### config.mk
export PLATFORM = sky130hd
export DESIGN_NAME = sdht_ram
export DESIGN_NICKNAME = d
export VERILOG_FILES = /design/src/sdht_ram.sv
export SDC_FILE = /design/constraint.sdc
export NUM_CORES = 2
export LEC_CHECK = 0
export ABC_AREA = 0
export BUFFER_PORTS_ARGS = -buffer_cell sky130_fd_sc_hd__buf_4
export CORE_MARGIN = 5
export CORE_UTILIZATION = 35
export CTS_BUF_LIST = sky130_fd_sc_hd__clkbuf_4
export DETAILED_ROUTE_END_ITERATION = 8
export GPL_TIMING_DRIVEN = 0
export PLACE_DENSITY = 0.47
export SETUP_SLACK_MARGIN = 0.1
export SLEW_MARGIN = 20
export SYNTH_ARGS = -nofsm -noshare
export SYNTH_HDL_FRONTEND = slang
export SYNTH_SLANG_ARGS = --single-unit
### constraint.sdc
create_clock -name clk -period 2.38 [get_ports clk]
set_clock_uncertainty 0.2 [all_clocks]
set_input_delay 0.238 -clock clk [delete_from_list [all_inputs] [get_ports clk]]
set_output_delay 0.238 -clock clk [all_outputs]
set_load 0.03 [all_outputs]
### src/sdht_ram.sv
// generic simple dual port ram with registered read
module sdht_ram #(
	parameter int WIDTH = 8,
	parameter int DEPTH = 256
) (
	input  logic                     clk,
	input  logic                     we,
	input  logic [$clog2(DEPTH)-1:0] waddr,
	input  logic [WIDTH-1:0]         wdata,
	input  logic [$clog2(DEPTH)-1:0] raddr,
	output logic [WIDTH-1:0]         rdata
);
	logic [WIDTH-1:0] mem_q [DEPTH];

	always_ff @(posedge clk) begin
		if (we) begin
			mem_q[waddr] <= wdata;
		end
		rdata <= mem_q[raddr];
	end
endmodule

### Word level (Yosys, flattened, before mapping)

Memories as Yosys holds them, arrays and structs flattened. A register that Yosys moved wholly into a read port is not among the register bits.
Cells that the tools add are included.

* multiplexer cells: 2

Operator list (number)
* 1-bit 2-to-1 mux: 2

* logic and storage cells: 3
* RAM bits: 2048
* memories kept: 1
* input port bits: 26
* register bits after elaboration: 0

Memories
* mem_q: words 256, bits a word 8, rd ports 1, clocked after memory_dff 1, write ports 1, line 13 `logic [WIDTH-1:0] mem_q [DEPTH];`

### Depth between registers and ports, before layout

* depth after elaboration: 2
* gate-level depth with buffers: 11
* mapped depth without buffers: 6

### Worst setup path after synthesis

No wires, ideal clock.

* path kind: input to register
* start: input raddr[0]
* end: register rdata[2] (read register of mem_q)
* arrival time: 2.045 ns
* path slack: 0.004 ns
* cell stages on the path: 9
* required time: 2.049 ns
* cells stage by stage: buf_6 > buf_12 > buf_8 > buf_2 > mux4_2 > a22oi_1 > a21oi_1 > nor4_1 > nor4_2

RTL lines
* start: declaration: line 10 `input logic [$clog2(DEPTH)-1:0] raddr,`
* end: declaration: line 11 `output logic [WIDTH-1:0] rdata`

==> Flow_metrics.wiki <==
{| class="wikitable"
! Metric !! Value
|-
| Count of vias placed by the detailed router || 43,803
|-
| Chain of cells forming the critical path || mux4_2, a22o_4, a221oi_4, o32ai_4, nor3_4, nor4_4
|-
| Sequential cell fraction of total power || 52.1%
|-
| Final hold slack || 46.8 ps
|-
| Total buffers and inverters traversed by the critical path || 0
|-
| Total DRC errors in the routed layout || 0
|-
| Category of the critical setup timing path || register to register
|-
| Worst-path clk slew || 70 ps
|-
| Core Util, Final || 41.6%
|-
| Path category of the worst min-delay check || input port to register
|-
| Worst Setup Start Kind || register
|-
| Portion of the clock cycle consumed by the worst path in the final layout || 115%
|-
| Clock buffer count from CTS || 576
|-
| Synth Area in Compound Gates || 3.42%
|-
| Cell area after synthesis || 79,600 um2
|-
| Pre-Repair DR Iteration Count || 8
|-
| Design Power || 0.0766 W
|-
| Time the final worst path needs with I/O delays and setup || 2730 ps
|-
| Part of the power in the clock network || 41.2%
|-
| Cell area power density || 812 nW/um2
|-
| Data required time at the worst endpoint || 3400 ps
|-
| Net count reported at finish || 4,496
|-
| Placed cell count || 6,813
|-
| Number of sinks driven by the clock tree || 2,056
|-
| Fraction of final layout cells with drive strength greater than 1 || 38.9%
|-
| Core area || 227,000 um2
|-
| DRC violation total after the first TritonRoute iteration || 5,411
|-
| Initial antenna violation count || 20
|-
| Worst path max stage delay || 520 ps
|-
| Pins over their slew limit || 0
|-
| Synthesized-area fraction occupied by and/or/nand/nor cells || 2.63%
|-
| Switch share || 24.1%
|-
| Highest ir drop seen on vdd || 0.554 mV
|-
| Number of register bits inferred by synthesis || 2,056
|-
| Setup WS pre-CTS || -3000 ps
|-
| Post-synthesis mux area share || 14.6%
|-
| Status || complete, but fails checks
|-
| Leading cell types in the layout, fill and taps excluded || 2,048 x sky130_fd_sc_hd__edfxtp_1, 849 x sky130_fd_sc_hd__clkbuf_4, 455 x sky130_fd_sc_hd__mux4_2
|-
| Effective utilization at floorplan || 35.1%
|-
| Aggregate global routing overflow || 0
|-
| Routed WL per cell || 35.4 um
|-
| Mean Syn Cell Area || 21.3 um2
|-
| Post-synthesis share of cell area spent on full adders, half adders and majority gates || 0%
|-
| HPWL after DPL || 184 mm
|-
| CTS root buf || sky130_fd_sc_hd__clkbuf_4
|-
| Slew at the pin with the worst max-slew slack || 1480 ps
|-
| Int Pwr || 0.0581 W
|-
| Setup repair after global routing missed its margin || true
|-
| Number of buffers between clock root and the deepest sink || 4
|-
| Vertical extent of the die || 487 um
|-
| Most common library cell in the layout ignoring fill and taps || sky130_fd_sc_hd__edfxtp_1
|-
| Maximum achievable frequency || 367 MHz
|-
| DRT antenna net count || 0
|-
| Global routing usage summed across all routing layers || 23.2%
|-
| Post-synthesis share of cell area spent on xor and xnor gates || 0%
|-
| Comb power frac || 6.7%
|-
| DR vias/cell || 5.57
|-
| Leak Pwr || 29.6 nW
|-
| Final std cells w/o fill || 7,860
|-
| Gate count of the mapped netlist || 3,733
|-
| Die width || 487 um
|-
| Power spent charging and discharging nets || 0.0185 W
|-
| Failing checks || negative setup slack
|-
| Unique masters post-synth || 55
|-
| Max-cap violations || 0
|-
| Sequential cell area fraction in the yosys report || 77.5%
|-
| Largest net degree at the start of global routing || 121
|-
| Number of endpoints with negative hold slack in the final report || 0
|-
| First-pass GRT wire length || 375 mm
|-
| Data arrival time of the worst path || 3740 ps
|-
| Count of standard-cell rows || 175
|-
| H-tree level count || 6
|-
| Skew-Pair Late Insertion Delay || 1430 ps
|-
| Number of global-route vias before repair || 44,271
|-
| Number of port buffers || 26
|-
| Yosys warning total || 0
|-
| Maximum fanout encountered on the critical timing path || 2
|-
| Post-route setup slack || -347 ps
|-
| Overall die area || 237,000 um2
|-
| Clock tree from TritonCTS || yes
|-
| Critical path capture point type || register
|-
| Final setup violation count || 368
|-
| Relative slew margins || 1.54%
|-
| Post-synthesis net count || 3,759
|-
| Final weighted congestion in routability-driven placement || 0.919
|-
| Top Ports || 34
|-
| Area overhead of the layout relative to synthesis || 18.6%
|-
| Gate family responsible for the most delay along the worst path || compound AO/OA/AOI/OAI gates
|-
| Critical-path top delay cell || sky130_fd_sc_hd__mux4_2
|-
| Main combinational cell family by area after synthesis || multiplexers
|-
| Overall routed net length || 279 mm
|}
==> per-stage QoR <==
stage	TNS [ps]	cell area, um2
after floorplan	0	79700
after global routing	-11470	94300
after global placement	-4488260	83600
final	-40180	94400
after CTS	-64440	93300
after detailed placement	-2164010	84900
==> cell families (layout without fill, tap and decap cells) <==
group                  count (synthesis)  in the layout
AND/OR/NAND/NOR                      466            466
other                                  0             21
AO/OA/AOI/OAI                        385            385
flip-flops                          2056           2056
buffers and inverters                235           1332
multiplexers                         591            591
==> cells in the mapped netlist, drive strengths merged <==
| library cell | count | area, um2 |
|---|---|---|
| mux2 | 1 | 11.3 |
| or3b | 1 | 8.76 |
| or2 | 4 | 25.0 |
| o311ai | 1 | 8.76 |
| nor4b | 1 | 8.76 |
| a211oi | 16 | 120 |
| buf | 122 | 1030 |
| a311oi | 2 | 17.5 |
| nand3b | 2 | 15.0 |
| and3 | 1 | 6.26 |
| nand4 | 10 | 62.6 |
| nor3 | 22 | 110 |
| mux4 | 456 | 10300 |
| clkinv | 1 | 3.75 |
| a22oi | 133 | 998 |
| nor3b | 1 | 7.51 |
| nand2 | 33 | 124 |
| a21boi | 1 | 7.51 |
| a31oi | 2 | 12.5 |
| and3b | 2 | 17.5 |
| nor2b | 31 | 194 |
| a221oi | 14 | 129 |
| o211ai | 10 | 75.1 |
| clkbuf | 111 | 417 |
| o221ai | 47 | 418 |
| edfxtp | 2048 | 61500 |
| o22ai | 28 | 175 |
| a22o | 8 | 70.1 |
| o32ai | 5 | 51.3 |
| dfxtp | 8 | 160 |
| a2111oi | 5 | 52.6 |
| nand2b | 8 | 50.1 |
| o22a | 5 | 43.8 |
| a21oi | 96 | 480 |
| o21ai | 12 | 60.1 |
| nor2 | 282 | 1060 |
| and2 | 6 | 37.5 |
| nor4 | 27 | 188 |
| nand3 | 34 | 170 |
| or2b | 1 | 7.51 |
| inv | 1 | 3.75 |
| mux2i | 134 | 1340 |
==> power groups by stage <==
| stage | clock [W] | sequential, W | combinational [W] |
|---|---|---|---|
| 6_report | 0.0315 | 0.0399 | 0.00513 |
| 5_1_grt | 0.0342 | 0.0399 | 0.00525 |
| 4_1_cts | 0.0321 | 0.0399 | 0.00503 |
| 3_5_place_dp | 0 | 0.0407 | 0.00471 |
| 3_3_place_gp | 0 | 0.0408 | 0.00447 |
| 2_1_floorplan | 0 | 0.0408 | 0.00196 |
==> flip-flops by register name, indices dropped and copies added, names as in the netlist <==
name and flops:
rdata 8, mem_q 2048
==> final cells by class <==
type                            instances  area [um2]
Sequential cell                      2056       61700
Clock buffer                          836        6280
Clock inverter                        102         554
Inverter                                2        7.51
Multi-Input combinational cell       1442       18000
Tap cell                             3009        3760
Fill cell                           20444      132000
Antenna cell                           21        52.6
Buffer                                232        1700
Timing Repair Buffer                  160        2330
==> layer usage <==
metal  part of all wire [%]  GRT usage (%)
met1                     41           31.4
met2                     47           36.1
met3                    8.2           5.50
met4                    3.9           9.46
met5                 0.0039              0
==> tightest hold or removal path, stage by stage <==
cell                       delay (ps)
sky130_fd_sc_hd__clkbuf_1         280
sky130_fd_sc_hd__buf_1            280
sky130_fd_sc_hd__nand3_1          390
sky130_fd_sc_hd__nor2_2           220
==> repair_timing <==
action,4_1_cts,5_1_grt
hold endpoints to repair,3246,223
pin swaps,18,28
resized for setup,170,260
gates cloned,0,0
setup endpoints to repair,278,1322
setup buffers,1,5
hold buffers,73,9
==> final timing paths <==
check | from | endpoint | cells past startpoint | slack [ps]
max | mem_q[83][6]$_DFFE_PP_ | rdata[6]$_DFF_P_ | 6 | -350
min | we | mem_q[8][0]$_DFFE_PP_ | 4 | 50
max reg2reg | mem_q[83][6]$_DFFE_PP_ | rdata[6]$_DFF_P_ | 6 | -350
min reg2reg | mem_q[32][5]$_DFFE_PP_ | rdata[5]$_DFF_P_ | 6 | 1090
No activity file was read; power rests on OpenSTA's default activity.
